$ cat config.mk
export PLATFORM = sky130hd
export DESIGN_NAME = entity_motion_integrator_2d
export DESIGN_NICKNAME = d
export VERILOG_FILES = /design/src/rtl/emi2d_pkg.sv /design/src/rtl/emi2d_ctrl.sv /design/src/rtl/emi2d_dp.sv /design/src/rtl/entity_motion_integrator_2d.sv
export SDC_FILE = /design/constraint.sdc
export NUM_CORES = 2
export LEC_CHECK = 0
export ABC_CLOCK_PERIOD_IN_PS = 25000
export BUFFER_PORTS_ARGS = -buffer_cell sky130_fd_sc_hd__buf_2
export CAP_MARGIN = 20
export CORE_UTILIZATION = 45
export DETAILED_ROUTE_END_ITERATION = 8
export PLACE_DENSITY_LB_ADDON = 0.3
export REMOVE_ABC_BUFFERS = 1
export SLEW_MARGIN = 10
export SYNTH_ARGS = -nofsm -noshare
export SYNTH_HDL_FRONTEND = slang
export SYNTH_HIERARCHICAL = 1
export SYNTH_SLANG_ARGS = --single-unit
$ cat constraint.sdc
create_clock -name clk -period 25 [get_ports clk]
set_input_delay 2.5 -clock clk [delete_from_list [all_inputs] [get_ports clk]]
set_output_delay 2.5 -clock clk [all_outputs]
set_load 0.01 [all_outputs]
$ cat src/rtl/emi2d_pkg.sv
// ----------------------------------------------------------------------------
// emi2d_pkg
// Shared types, constants and helpers for the 2D motion integrator.
// ----------------------------------------------------------------------------
package emi2d_pkg;

    // Fixed point format of position, velocity and acceleration
    localparam int FRAC_BITS  = 16;
    // Fraction bits of the slide ratio
    localparam int RATIO_BITS = 16;
    // 0.05 rounded to nearest at FRAC_BITS
    localparam int SLIDE_THRESH = ((5 << FRAC_BITS) + 50) / 100;

    localparam int VAL_W    = 32;
    localparam int STEP_W   = 17;
    localparam int RATIO_W  = 17;
    localparam int LIMIT_W  = 31;
    localparam int MODE_W   = 4;
    localparam int OPC_W    = 2;
    localparam int CFG_IDX_W = 3;

    // Shared multiplier: signed value times zero-extended step or ratio
    localparam int MUL_B_W = STEP_W + 1;
    localparam int PROD_W  = VAL_W + MUL_B_W;
    // Width used ahead of saturation
    localparam int SAT_W   = VAL_W + 8;

    // Stream word layout
    localparam int IN_FIELDS_W = STEP_W + 2 * VAL_W;
    localparam int IN_TDATA_W  = ((IN_FIELDS_W + 7) / 8) * 8;
    localparam int OUT_TDATA_W = 4 * VAL_W;

    // mode_flags bits
    localparam int MODE_GRAVITY = 0;
    localparam int MODE_FOLLOW  = 1;
    localparam int MODE_LIMIT   = 2;
    localparam int MODE_SLIDE   = 3;

    typedef enum logic [OPC_W-1:0] {
        OP_TICK     = 2'd0,
        OP_LOAD_POS = 2'd1,
        OP_LOAD_VEL = 2'd2
    } opcode_t;

    typedef enum logic [CFG_IDX_W-1:0] {
        REG_GRAVITY_RATE = 3'd0,
        REG_FALL_LIMIT   = 3'd1,
        REG_SLIDE_RATIO  = 3'd2,
        REG_MODE_FLAGS   = 3'd3,
        REG_BOUND_LEFT   = 3'd4,
        REG_BOUND_RIGHT  = 3'd5,
        REG_BOUND_BOTTOM = 3'd6,
        REG_BOUND_TOP    = 3'd7
    } reg_index_t;

    typedef enum logic [2:0] {
        MUL_GRAV,
        MUL_VX_TS,
        MUL_VY_TS,
        MUL_VX_RATIO,
        MUL_VY_RATIO
    } mul_sel_t;

    typedef enum logic [3:0] {
        ACT_NONE,
        ACT_LOAD_POS,
        ACT_LOAD_VEL,
        ACT_GRAV,
        ACT_FOLLOW,
        ACT_INT_X,
        ACT_INT_Y,
        ACT_CLAMP,
        ACT_SLIDE_X,
        ACT_SLIDE_Y,
        ACT_SLIDE_CHK
    } act_t;

    typedef struct packed {
        logic     capture;
        mul_sel_t mul_sel;
        act_t     act;
        logic     load_out;
    } dp_cmd_t;

    typedef struct packed {
        logic [MODE_W-1:0] mode;
        logic              vel_zero;
    } dp_status_t;

    localparam logic signed [SAT_W-1:0] SAT_MAX = {{(SAT_W-VAL_W){1'b0}}, 1'b0, {(VAL_W-1){1'b1}}};
    localparam logic signed [SAT_W-1:0] SAT_MIN = {{(SAT_W-VAL_W){1'b1}}, 1'b1, {(VAL_W-1){1'b0}}};

    function automatic logic signed [VAL_W-1:0] sat32(input logic signed [SAT_W-1:0] v);
        logic signed [VAL_W-1:0] r;
        if (v > SAT_MAX)
            r = SAT_MAX[VAL_W-1:0];
        else if (v < SAT_MIN)
            r = SAT_MIN[VAL_W-1:0];
        else
            r = v[VAL_W-1:0];
        return r;
    endfunction

endpackage

$ cat src/rtl/emi2d_ctrl.sv
// ----------------------------------------------------------------------------
// emi2d_ctrl
// Sequencer: walks one item through the datapath steps and owns the
// output word valid.
// ----------------------------------------------------------------------------
module emi2d_ctrl
    import emi2d_pkg::*;
(
    input  logic             clk,
    input  logic             rst_n,
    input  logic             in_valid,
    output logic             in_ready,
    input  logic [OPC_W-1:0] in_opcode,
    output logic             out_valid,
    input  logic             out_ready,
    input  dp_status_t       status,
    output dp_cmd_t          cmd
);

    typedef enum logic [3:0] {
        S_IDLE,
        S_LOAD_POS,
        S_LOAD_VEL,
        S_GRAV_MUL,
        S_GRAV,
        S_FOLLOW,
        S_MUL_X,
        S_INT_X,
        S_INT_Y,
        S_CLAMP,
        S_SLIDE_X,
        S_SLIDE_Y,
        S_SLIDE_CHK,
        S_DONE
    } state_t;

    state_t state_reg, state_next;
    logic   out_valid_reg, out_valid_next;
    logic   slide_go;

    assign in_ready  = (state_reg == S_IDLE);
    assign out_valid = out_valid_reg;
    assign slide_go  = status.mode[MODE_SLIDE] && !status.vel_zero;

    always_comb
    begin
        cmd            = '0;
        cmd.mul_sel    = MUL_GRAV;
        cmd.act        = ACT_NONE;
        state_next     = state_reg;
        out_valid_next = out_valid_reg;
        if (out_valid_reg && out_ready)
        begin
            out_valid_next = 1'b0;
        end

        case (state_reg)
            S_IDLE:
            begin
                if (in_valid)
                begin
                    cmd.capture = 1'b1;
                    case (opcode_t'(in_opcode))
                        OP_LOAD_POS: state_next = S_LOAD_POS;
                        OP_LOAD_VEL: state_next = S_LOAD_VEL;
                        OP_TICK:
                        begin
                            if (status.mode[MODE_GRAVITY])
                                state_next = S_GRAV_MUL;
                            else if (status.mode[MODE_FOLLOW])
                                state_next = S_FOLLOW;
                            else
                                state_next = S_MUL_X;
                        end
                        default: state_next = S_DONE;
                    endcase
                end
            end
            S_LOAD_POS:
            begin
                cmd.act    = ACT_LOAD_POS;
                state_next = S_DONE;
            end
            S_LOAD_VEL:
            begin
                cmd.act    = ACT_LOAD_VEL;
                state_next = S_DONE;
            end
            S_GRAV_MUL:
            begin
                cmd.mul_sel = MUL_GRAV;
                state_next  = S_GRAV;
            end
            S_GRAV:
            begin
                cmd.act    = ACT_GRAV;
                state_next = status.mode[MODE_FOLLOW] ? S_FOLLOW : S_MUL_X;
            end
            S_FOLLOW:
            begin
                cmd.act    = ACT_FOLLOW;
                state_next = S_MUL_X;
            end
            S_MUL_X:
            begin
                cmd.mul_sel = MUL_VX_TS;
                state_next  = S_INT_X;
            end
            S_INT_X:
            begin
                cmd.act     = ACT_INT_X;
                cmd.mul_sel = MUL_VY_TS;
                state_next  = S_INT_Y;
            end
            S_INT_Y:
            begin
                cmd.act = ACT_INT_Y;
                if (status.mode[MODE_LIMIT] || slide_go)
                    state_next = S_CLAMP;
                else
                    state_next = S_DONE;
            end
            S_CLAMP:
            begin
                // clamp touches position only, so the slide product can start here
                cmd.act     = status.mode[MODE_LIMIT] ? ACT_CLAMP : ACT_NONE;
                cmd.mul_sel = MUL_VX_RATIO;
                state_next  = slide_go ? S_SLIDE_X : S_DONE;
            end
            S_SLIDE_X:
            begin
                cmd.act     = ACT_SLIDE_X;
                cmd.mul_sel = MUL_VY_RATIO;
                state_next  = S_SLIDE_Y;
            end
            S_SLIDE_Y:
            begin
                cmd.act    = ACT_SLIDE_Y;
                state_next = S_SLIDE_CHK;
            end
            S_SLIDE_CHK:
            begin
                cmd.act    = ACT_SLIDE_CHK;
                state_next = S_DONE;
            end
            S_DONE:
            begin
                if (!out_valid_reg || out_ready)
                begin
                    cmd.load_out   = 1'b1;
                    out_valid_next = 1'b1;
                    state_next     = S_IDLE;
                end
            end
            default: state_next = S_IDLE;
        endcase
    end

    always_ff @(posedge clk or negedge rst_n)
    begin
        if (!rst_n)
        begin
            state_reg     <= S_IDLE;
            out_valid_reg <= 1'b0;
        end
        else
        begin
            state_reg     <= state_next;
            out_valid_reg <= out_valid_next;
        end
    end

endmodule

$ cat src/rtl/emi2d_dp.sv
// ----------------------------------------------------------------------------
// emi2d_dp
// Datapath: configuration registers, entity state, one shared registered
// multiplier and the saturating update for each step.
// ----------------------------------------------------------------------------
module emi2d_dp
    import emi2d_pkg::*;
(
    input  logic                    clk,
    input  logic                    rst_n,
    input  dp_cmd_t                 cmd,
    output dp_status_t              status,
    input  logic [STEP_W-1:0]       in_step_time,
    input  logic signed [VAL_W-1:0] in_arg_x,
    input  logic signed [VAL_W-1:0] in_arg_y,
    input  logic                    cfg_valid,
    input  logic [CFG_IDX_W-1:0]    cfg_index,
    input  logic [VAL_W-1:0]        cfg_data,
    output logic signed [VAL_W-1:0] out_pos_x,
    output logic signed [VAL_W-1:0] out_pos_y,
    output logic signed [VAL_W-1:0] out_vel_x,
    output logic signed [VAL_W-1:0] out_vel_y
);

    localparam int SHF_W = PROD_W - FRAC_BITS;
    localparam int SHR_W = PROD_W - RATIO_BITS;

    // configuration
    logic signed [VAL_W-1:0] gravity_rate_reg;
    logic [LIMIT_W-1:0]      fall_limit_reg;
    logic [RATIO_W-1:0]      slide_ratio_reg;
    logic [MODE_W-1:0]       mode_reg;
    logic signed [VAL_W-1:0] bound_left_reg, bound_right_reg;
    logic signed [VAL_W-1:0] bound_bottom_reg, bound_top_reg;

    // entity state
    logic signed [VAL_W-1:0] pos_x_reg, pos_x_next;
    logic signed [VAL_W-1:0] pos_y_reg, pos_y_next;
    logic signed [VAL_W-1:0] vel_x_reg, vel_x_next;
    logic signed [VAL_W-1:0] vel_y_reg, vel_y_next;
    logic signed [VAL_W-1:0] fall_reg, fall_next;

    // item operands
    logic [STEP_W-1:0]       step_reg;
    logic signed [VAL_W-1:0] arg_x_reg, arg_y_reg;

    // multiplier
    logic signed [VAL_W-1:0]   mul_a;
    logic signed [MUL_B_W-1:0] mul_b;
    logic signed [PROD_W-1:0]  prod_reg, prod_next;
    logic signed [SHF_W-1:0]   sh_frac;
    logic signed [SHR_W-1:0]   sh_ratio;

    // step terms
    logic signed [VAL_W-1:0] limit_s;
    logic signed [VAL_W-1:0] fall_sum;
    logic signed [SAT_W-1:0] dx, dy;
    logic signed [VAL_W-1:0] cx_lo, cx, cy_lo, cy;
    logic [VAL_W:0]          abs_x, abs_y;
    logic [VAL_W+1:0]        abs_sum;

    // output word
    logic signed [VAL_W-1:0] out_pos_x_reg, out_pos_y_reg;
    logic signed [VAL_W-1:0] out_vel_x_reg, out_vel_y_reg;

    assign status.mode     = mode_reg;
    assign status.vel_zero = (vel_x_reg == '0) && (vel_y_reg == '0);

    assign out_pos_x = out_pos_x_reg;
    assign out_pos_y = out_pos_y_reg;
    assign out_vel_x = out_vel_x_reg;
    assign out_vel_y = out_vel_y_reg;

    always_ff @(posedge clk or negedge rst_n)
    begin
        if (!rst_n)
        begin
            gravity_rate_reg <= '0;
            fall_limit_reg   <= '0;
            slide_ratio_reg  <= RATIO_W'(1 << RATIO_BITS);
            mode_reg         <= '0;
            bound_left_reg   <= '0;
            bound_right_reg  <= '0;
            bound_bottom_reg <= '0;
            bound_top_reg    <= '0;
        end
        else if (cfg_valid)
        begin
            case (reg_index_t'(cfg_index))
                REG_GRAVITY_RATE: gravity_rate_reg <= cfg_data;
                REG_FALL_LIMIT:   fall_limit_reg   <= cfg_data[LIMIT_W-1:0];
                REG_SLIDE_RATIO:  slide_ratio_reg  <= cfg_data[RATIO_W-1:0];
                REG_MODE_FLAGS:   mode_reg         <= cfg_data[MODE_W-1:0];
                REG_BOUND_LEFT:   bound_left_reg   <= cfg_data;
                REG_BOUND_RIGHT:  bound_right_reg  <= cfg_data;
                REG_BOUND_BOTTOM: bound_bottom_reg <= cfg_data;
                REG_BOUND_TOP:    bound_top_reg    <= cfg_data;
                default:          mode_reg         <= mode_reg;
            endcase
        end
    end

    always_comb
    begin
        case (cmd.mul_sel)
            MUL_GRAV:
            begin
                mul_a = gravity_rate_reg;
                mul_b = {1'b0, step_reg};
            end
            MUL_VX_TS:
            begin
                mul_a = vel_x_reg;
                mul_b = {1'b0, step_reg};
            end
            MUL_VY_TS:
            begin
                mul_a = vel_y_reg;
                mul_b = {1'b0, step_reg};
            end
            MUL_VX_RATIO:
            begin
                mul_a = vel_x_reg;
                mul_b = MUL_B_W'({1'b0, slide_ratio_reg});
            end
            MUL_VY_RATIO:
            begin
                mul_a = vel_y_reg;
                mul_b = MUL_B_W'({1'b0, slide_ratio_reg});
            end
            default:
            begin
                mul_a = gravity_rate_reg;
                mul_b = {1'b0, step_reg};
            end
        endcase
    end

    assign prod_next = mul_a * mul_b;
    // arithmetic shift right = floor toward minus infinity
    assign sh_frac   = prod_reg[PROD_W-1:FRAC_BITS];
    assign sh_ratio  = prod_reg[PROD_W-1:RATIO_BITS];

    assign limit_s  = {1'b0, fall_limit_reg};
    assign fall_sum = sat32(SAT_W'(fall_reg) + SAT_W'(sh_frac));

    assign dx = SAT_W'(arg_x_reg) - SAT_W'(pos_x_reg);
    assign dy = SAT_W'(arg_y_reg) - SAT_W'(pos_y_reg);

    // left then right, so crossed bounds end at right (top for y)
    assign cx_lo = (pos_x_reg < bound_left_reg) ? bound_left_reg : pos_x_reg;
    assign cx    = (cx_lo > bound_right_reg) ? bound_right_reg : cx_lo;
    assign cy_lo = (pos_y_reg < bound_bottom_reg) ? bound_bottom_reg : pos_y_reg;
    assign cy    = (cy_lo > bound_top_reg) ? bound_top_reg : cy_lo;

    assign abs_x   = vel_x_reg[VAL_W-1] ? ((VAL_W+1)'(0) - {vel_x_reg[VAL_W-1], vel_x_reg})
                                        : {1'b0, vel_x_reg};
    assign abs_y   = vel_y_reg[VAL_W-1] ? ((VAL_W+1)'(0) - {vel_y_reg[VAL_W-1], vel_y_reg})
                                        : {1'b0, vel_y_reg};
    assign abs_sum = {1'b0, abs_x} + {1'b0, abs_y};

    always_comb
    begin
        pos_x_next = pos_x_reg;
        pos_y_next = pos_y_reg;
        vel_x_next = vel_x_reg;
        vel_y_next = vel_y_reg;
        fall_next  = fall_reg;
        case (cmd.act)
            ACT_NONE:
            begin
                fall_next = fall_reg;
            end
            ACT_LOAD_POS:
            begin
                pos_x_next = arg_x_reg;
                pos_y_next = arg_y_reg;
            end
            ACT_LOAD_VEL:
            begin
                vel_x_next = arg_x_reg;
                vel_y_next = arg_y_reg;
                fall_next  = '0;
            end
            ACT_GRAV:
            begin
                if (fall_reg < 0)
                begin
                    vel_y_next = sat32(SAT_W'(vel_y_reg) - SAT_W'(sh_frac));
                end
                else if ((fall_reg < limit_s) || (fall_limit_reg == '0))
                begin
                    fall_next  = fall_sum;
                    vel_y_next = sat32(SAT_W'(vel_y_reg) - SAT_W'(fall_sum));
                end
                else
                begin
                    fall_next  = limit_s;
                    vel_y_next = sat32(SAT_W'(vel_y_reg) - SAT_W'(limit_s));
                end
            end
            ACT_FOLLOW:
            begin
                // gap * 5 as gap * 4 + gap
                vel_x_next = sat32((dx <<< 2) + dx);
                vel_y_next = sat32((dy <<< 2) + dy);
            end
            ACT_INT_X:
            begin
                pos_x_next = sat32(SAT_W'(pos_x_reg) + SAT_W'(sh_frac));
            end
            ACT_INT_Y:
            begin
                pos_y_next = sat32(SAT_W'(pos_y_reg) + SAT_W'(sh_frac));
            end
            ACT_CLAMP:
            begin
                pos_x_next = cx;
                pos_y_next = cy;
            end
            ACT_SLIDE_X:
            begin
                vel_x_next = sat32(SAT_W'(sh_ratio));
            end
            ACT_SLIDE_Y:
            begin
                vel_y_next = sat32(SAT_W'(sh_ratio));
            end
            ACT_SLIDE_CHK:
            begin
                if (abs_sum < (VAL_W+2)'(SLIDE_THRESH))
                begin
                    vel_x_next = '0;
                    vel_y_next = '0;
                end
            end
            default:
            begin
                fall_next = fall_reg;
            end
        endcase
    end

    always_ff @(posedge clk or negedge rst_n)
    begin
        if (!rst_n)
        begin
            pos_x_reg <= '0;
            pos_y_reg <= '0;
            vel_x_reg <= '0;
            vel_y_reg <= '0;
            fall_reg  <= '0;
        end
        else
        begin
            pos_x_reg <= pos_x_next;
            pos_y_reg <= pos_y_next;
            vel_x_reg <= vel_x_next;
            vel_y_reg <= vel_y_next;
            fall_reg  <= fall_next;
        end
    end

    always_ff @(posedge clk)
    begin
        prod_reg <= prod_next;
        if (cmd.capture)
        begin
            step_reg  <= in_step_time;
            arg_x_reg <= in_arg_x;
            arg_y_reg <= in_arg_y;
        end
        if (cmd.load_out)
        begin
            out_pos_x_reg <= pos_x_reg;
            out_pos_y_reg <= pos_y_reg;
            out_vel_x_reg <= vel_x_reg;
            out_vel_y_reg <= vel_y_reg;
        end
    end

endmodule

$ cat src/rtl/entity_motion_integrator_2d.sv
// ----------------------------------------------------------------------------
// entity_motion_integrator_2d
// 2D entity motion integrator: gravity, follow, integration, clamping and
// sliding decay on Q16.16 state, with load items for position and velocity.
// ----------------------------------------------------------------------------
// Items are taken one at a time: s_tready is high only while idle, so a new item
//   is accepted only after the last result word is loaded, which waits on m_tready.
// A tick runs its products through the single shared 32x18 multiplier, which does
//   up to five dependent products.
// Reset: state and config registers clear (slide_ratio to one); config always ready.
module entity_motion_integrator_2d
    import emi2d_pkg::*;
(
    input  logic                   clk,
    input  logic                   rst_n,
    input  logic                   s_tvalid,
    output logic                   s_tready,
    input  logic [IN_TDATA_W-1:0]  s_tdata,   // step_time, arg_x, arg_y
    input  logic [OPC_W-1:0]       s_tuser,   // opcode
    output logic                   m_tvalid,
    input  logic                   m_tready,
    output logic [OUT_TDATA_W-1:0] m_tdata,   // pos_x, pos_y, vel_x, vel_y
    input  logic                   cfg_valid,
    output logic                   cfg_ready,
    input  logic [CFG_IDX_W-1:0]   cfg_index,
    input  logic [VAL_W-1:0]       cfg_data
);

    dp_cmd_t                 cmd;
    dp_status_t              status;
    logic signed [VAL_W-1:0] pos_x, pos_y, vel_x, vel_y;

    assign cfg_ready = 1'b1;
    assign m_tdata   = {vel_y, vel_x, pos_y, pos_x};

    emi2d_ctrl u_ctrl (
        .clk       (clk),
        .rst_n     (rst_n),
        .in_valid  (s_tvalid),
        .in_ready  (s_tready),
        .in_opcode (s_tuser),
        .out_valid (m_tvalid),
        .out_ready (m_tready),
        .status    (status),
        .cmd       (cmd)
    );

    emi2d_dp u_dp (
        .clk          (clk),
        .rst_n        (rst_n),
        .cmd          (cmd),
        .status       (status),
        .in_step_time (s_tdata[STEP_W-1:0]),
        .in_arg_x     (s_tdata[STEP_W+VAL_W-1:STEP_W]),
        .in_arg_y     (s_tdata[STEP_W+2*VAL_W-1:STEP_W+VAL_W]),
        .cfg_valid    (cfg_valid),
        .cfg_index    (cfg_index),
        .cfg_data     (cfg_data),
        .out_pos_x    (pos_x),
        .out_pos_y    (pos_y),
        .out_vel_x    (vel_x),
        .out_vel_y    (vel_y)
    );

endmodule
* After elaboration in Yosys (flattened, before gate mapping)
Cells that the tools add are included.
Storage, ports and cells: flip-flop bits (word level) 636, input bits 130, output and inout bits 131
Operators by class: add/subtract/negate cells 13, $mul 1, order comparisons 25, equal/unequal tests 40, mux-type cells 54, reduce and logical (&&, ||, !) cells 35
Operators by type and width (number):
- 32-bit 2-to-1 mux | 27
- 40-bit by 32-bit > comparator with 1-bit output (second input constant) | 8
- 40-bit by 32-bit less-than comparator with 1-bit output (second input constant) | 8
- 32-bit one-hot mux with 3 select lines | 2
- 32-bit one-hot mux with 5 select lines | 1
- 32-bit by 32-bit subtractor with 33-bit output | 4
- 32-bit one-hot mux with 2 select lines | 2
- 32-bit one-hot mux with 4 select lines | 1
- 32-bit by 34-bit adder with 35-bit output | 3
- 32-bit less-than comparator | 3
- 40-bit adder | 2
- 33-bit 2-to-1 mux | 2
- 1-bit by 32-bit subtractor with 33-bit output (first input constant) | 2
- 32-bit > comparator | 2
- 32-bit zero test | 2
- 32-bit by 18-bit multiplier with 50-bit output | 1
- 4-bit one-hot mux with 12 select lines | 1
- 4-bit one-hot mux with 10 select lines | 1
- 4-bit == test (second input constant) | 9
- 32-bit by 34-bit subtractor with 35-bit output | 1
- 33-bit by 33-bit adder with 34-bit output | 1
- 34-bit by 32-bit > comparator with 1-bit output (second input constant) | 1
- 34-bit by 12-bit less-than comparator with 1-bit output (second input constant) | 1
- 34-bit by 32-bit less-than comparator with 1-bit output (second input constant) | 1
- other kinds (32) | 82

* Longest topological paths before layout
depth after elaboration 11, mapped depth 36, gate-level depth less buffers 33

* Modules after synthesis
The synthesis kept the hierarchy.
Modules (own cells, without submodules):
- emi2d_dp | times used 1, cells each 7742, area each 68618.3 um^2, sequential area each 16266.9 um^2
- emi2d_ctrl | times used 1, cells each 86, area each 621.8 um^2, sequential area each 125.1 um^2
- entity_motion_integrator_2d | times used 1, cells each 2, area each 11.3 um^2, sequential area each 0.0 um^2

* Worst setup path before layout
No wires, ideal clock.
kind register to register, from reg u_ctrl.state_reg[2], to reg u_dp.prod_reg[49], arrival time 9.120 ns, required time 24.928 ns, setup slack 15.808 ns, cell stages (with the launch flop) 31, clock period less this slack 9.192 ns, cell sequence dfrtp_1 -> buf_4 -> buf_2 -> nor3b_1 -> nor2b_1 -> clkbuf_1 -> a22oi_1 -> clkbuf_1 -> buf_1 -> mux2i_1 -> nor2_1 -> fa_1 -> fa_1 -> inv_1 -> fa_1 -> fa_1 -> fa_1 -> inv_1 -> fa_1 -> ha_1 -> a21o_1 -> a21o_1 -> a21o_1 -> a21o_1 -> a21oi_1 -> o21ai_0 -> a21oi_1 -> o21ai_0 -> o21a_1 -> nor2_1 -> xnor2_1
RTL lines:
- start, declared | RTL line emi2d_ctrl.sv:37 | state_t state_reg, state_next;
- start signal, assigned | RTL line emi2d_ctrl.sv:168 | state_reg <= state_next;
- end signal, assigned | RTL line emi2d_dp.sv:266 | prod_reg <= prod_next;
- end, declared | RTL line emi2d_dp.sv:50 | logic signed [PROD_W-1:0] prod_reg, prod_next;

==> flow_metrics.tcl <==
set metrics [dict create \
    status "complete, no violations" \
    antenna_found_initial 44 \
    viasPerCell 6.166 \
    setup_violations 0 \
    clock.fmax_ghz 0.09028 \
    cts.sinks 620 \
    cts.path.max_buffers 3 \
    num_vias 62280 \
    synth.distinct_cells 106 \
    synth_async_sr_flop_share 0.6081 \
    worst_pin_slew_ps 1321 \
    core_area_um2 152300 \
    hpwlAfterDp_um 212900 \
    first_global_vias 60450 \
    fill_cells 14360 \
    rsz0062_at_grt "false" \
    drv_slew 0 \
    routed_wl_um 279000 \
    hp-class "reg2reg" \
    root_buffer "clkbuf_16" \
    crit_path_frequent_cell "fa_1" \
    synth_cells 7830 \
    synth_edf_count 209 \
    netlist.area_leader.share 0.1532 \
    wl_per_cell_um 27.62 \
    fp.dieH_um 394.3 \
    die_area_um2 155500 \
    cts_tree "yes" \
    synth_top_area_cell "fa_1" \
    fin_skew_ps 42.03 \
    ys.flop_type "dfrtp_1" \
    finalHoldViolCount 0 \
    grt.total_usage 0.3512 \
    crit_slowest_cell "o311ai_0" \
    drt_iter0_markers 6419 \
    netlist_area_um2 69250 \
    worstPathRequired_ps 25640 \
    slowest_delay_ps 910 \
    drv_cap 0 \
    drc_errors 0 \
    path_clk_slew_ps 70 \
    clkLatencyLatePin_ps 720 \
    tns_ps 0 \
    arrival_ps 11720 \
    synthTopCellsByArea "fa_1 (15%), dfrtp_1 (14%), ha_1 (11%)" \
    initial_core_util 0.4548 \
    endpoint_kind "register" \
    ctsHoldBuffers 0 \
    grt_pass1_wl_um 401800 \
    largest_register_ff_count 34 \
    layout.nets 9283 \
    multi_input_area_um2 48230 \
    port_buffers 252 \
    path_max_fanout 34 \
    placed_area_um2 73140 \
    synth-seq-cells 620 \
    path_class "reg2reg" \
    placementRows 143 \
    yosys_warnings 6 \
    htreeDepth 3 \
    finish.instance_area_um2 75930 \
    ys_seq_area_frac 0.2367 \
    grt_max_degree 100 \
    dr.pass1.iters 6 \
    ios 261 \
    post-cts-setup-buffers 0 \
    period_minus_slack_ps 11080 \
    synth.avg_cell_area_um2 8.844 \
    ant_nets 0 \
    synthToLayoutAreaGrowth_pct 9.637 \
    cts_resized 0 \
    drive_above_1_share 0.1034 \
    regArea_um2 16390 \
    fin_crit_sh 0.4431 \
    die_x_um 394.3 \
    gp_congestion 1.001 \
    cts_buffers 76 \
    start_kind "register" \
    slew_headroom 0.1193 \
    grt_overflow_total 0 \
]
[kinds of logic after synthesis]
family	synth area share
compound gates	0.1982
xor+xnor	0.04819
fa+ha+maj	0.2676
buf+inv	0.07008
flops	0.2367
mux	0.04253
other cells	0.0001084
simple gates	0.1366
[synthesized netlist by cell type (36+ instances only)]
cell	n
a21o_1	248
o21a_1	86
o221ai_1	39
ha_1	633
mux2i_1	103
nor3_1	107
xnor2_1	257
mux2_2	170
nand4_1	66
nand2b_1	67
a21oi_1	476
o31ai_1	76
clkbuf_1	283
dfrtp_1	376
a221oi_1	48
edfxtp_1	209
and2_1	71
fa_1	530
o21ai_0	434
a31oi_1	50
nor2b_1	95
and3_1	36
nand2_1	767
nor2_1	625
a211oi_1	79
inv_1	924
o21bai_1	60
xor2_1	124
a221o_1	40
nand3_1	95
[layout make-up]
class / count / share of cell area
Multi-Input combinational cell: 5948 / 0.6353
Sequential cell: 620 / 0.2159
Inverter: 926 / 0.04578
Timing Repair Buffer: 418 / 0.03375
Tap cell: 2030 / 0.03345
Clock buffer: 88 / 0.02645
Clock inverter: 54 / 0.008833
Antenna cell: 17 / 0.0005603
[critical path: cells and delay by family (launching register included)]
| family | cells | cell delay (ps) |
|---|---|---|
| buffers and inverters | 7 | 930 |
| multiplexers | 1 | 900 |
| AND/OR/NAND/NOR | 5 | 960 |
| XOR/XNOR | 1 | 120 |
| AO/OA/AOI/OAI | 12 | 3900 |
| flip-flops | 1 | 650 |
| adder cells (fa/ha/maj) | 7 | 3440 |
[per-layer routing]
metal  GRT usage  vias to the layer above  wire (um)
li1            -                    27630          -
met1      0.4515                    30830     111900
met2      0.5299                     3102     119200
met3     0.09145                      704      28090
met4      0.2095                       16      19610
met5           0                        -        102
[placed cells by master, fill, tap and decap left out, types with 98 or more instances in the layout]
master	netlist	layout
ha_1	633	633
nand2_1	767	767
o21ai_0	434	433
xor2_1	124	124
edfxtp_1	209	209
mux2_2	170	170
nor2_1	625	621
buf_4	5	162
dfrtp_1	376	375
xnor2_1	257	257
inv_1	924	924
a21o_1	248	248
nor3_1	107	105
fa_1	530	530
a21oi_1	476	472
buf_2	33	251
mux2i_1	103	98
[per-stage QoR]
stage                     hold WS [ps]  setup WS [ps]    util  cells
after floorplan                  461.4          12910       -   7494
after CTS                        505.9          14160  0.4979  10080
after global routing             517.9          13450  0.4984  10090
after detailed placement         493.3          14230  0.4803   9938
final                            504.4          13920  0.4986  10100
after global placement           484.6          14340  0.4803   9937
[path summary, 6_finish.rpt]
| path | startpoint | end | slack (ps) | depth (start not counted) |
|---|---|---|---|---|
| setup / recovery | u_ctrl/state_reg[1] | u_dp/prod_reg[49] | 13920 | 33 |
| hold / removal | u_dp/bound_top_reg[26] | u_dp/bound_top_reg[26] | 500 | 1 |
| setup reg to reg | u_ctrl/state_reg[1] | u_dp/prod_reg[49] | 13920 | 33 |
| hold reg to reg | u_dp/bound_top_reg[26] | u_dp/bound_top_reg[26] | 500 | 1 |
| max in group asynchronous | rst_n | u_dp/fall_reg[1] | 20960 | 3 |
| min in group asynchronous | rst_n | u_dp/bound_right_reg[16] | 1740 | 1 |
Power is left out: the tool's default activity adds up to more than one toggle a clock period on the data nets, which glitch-free logic cannot reach.
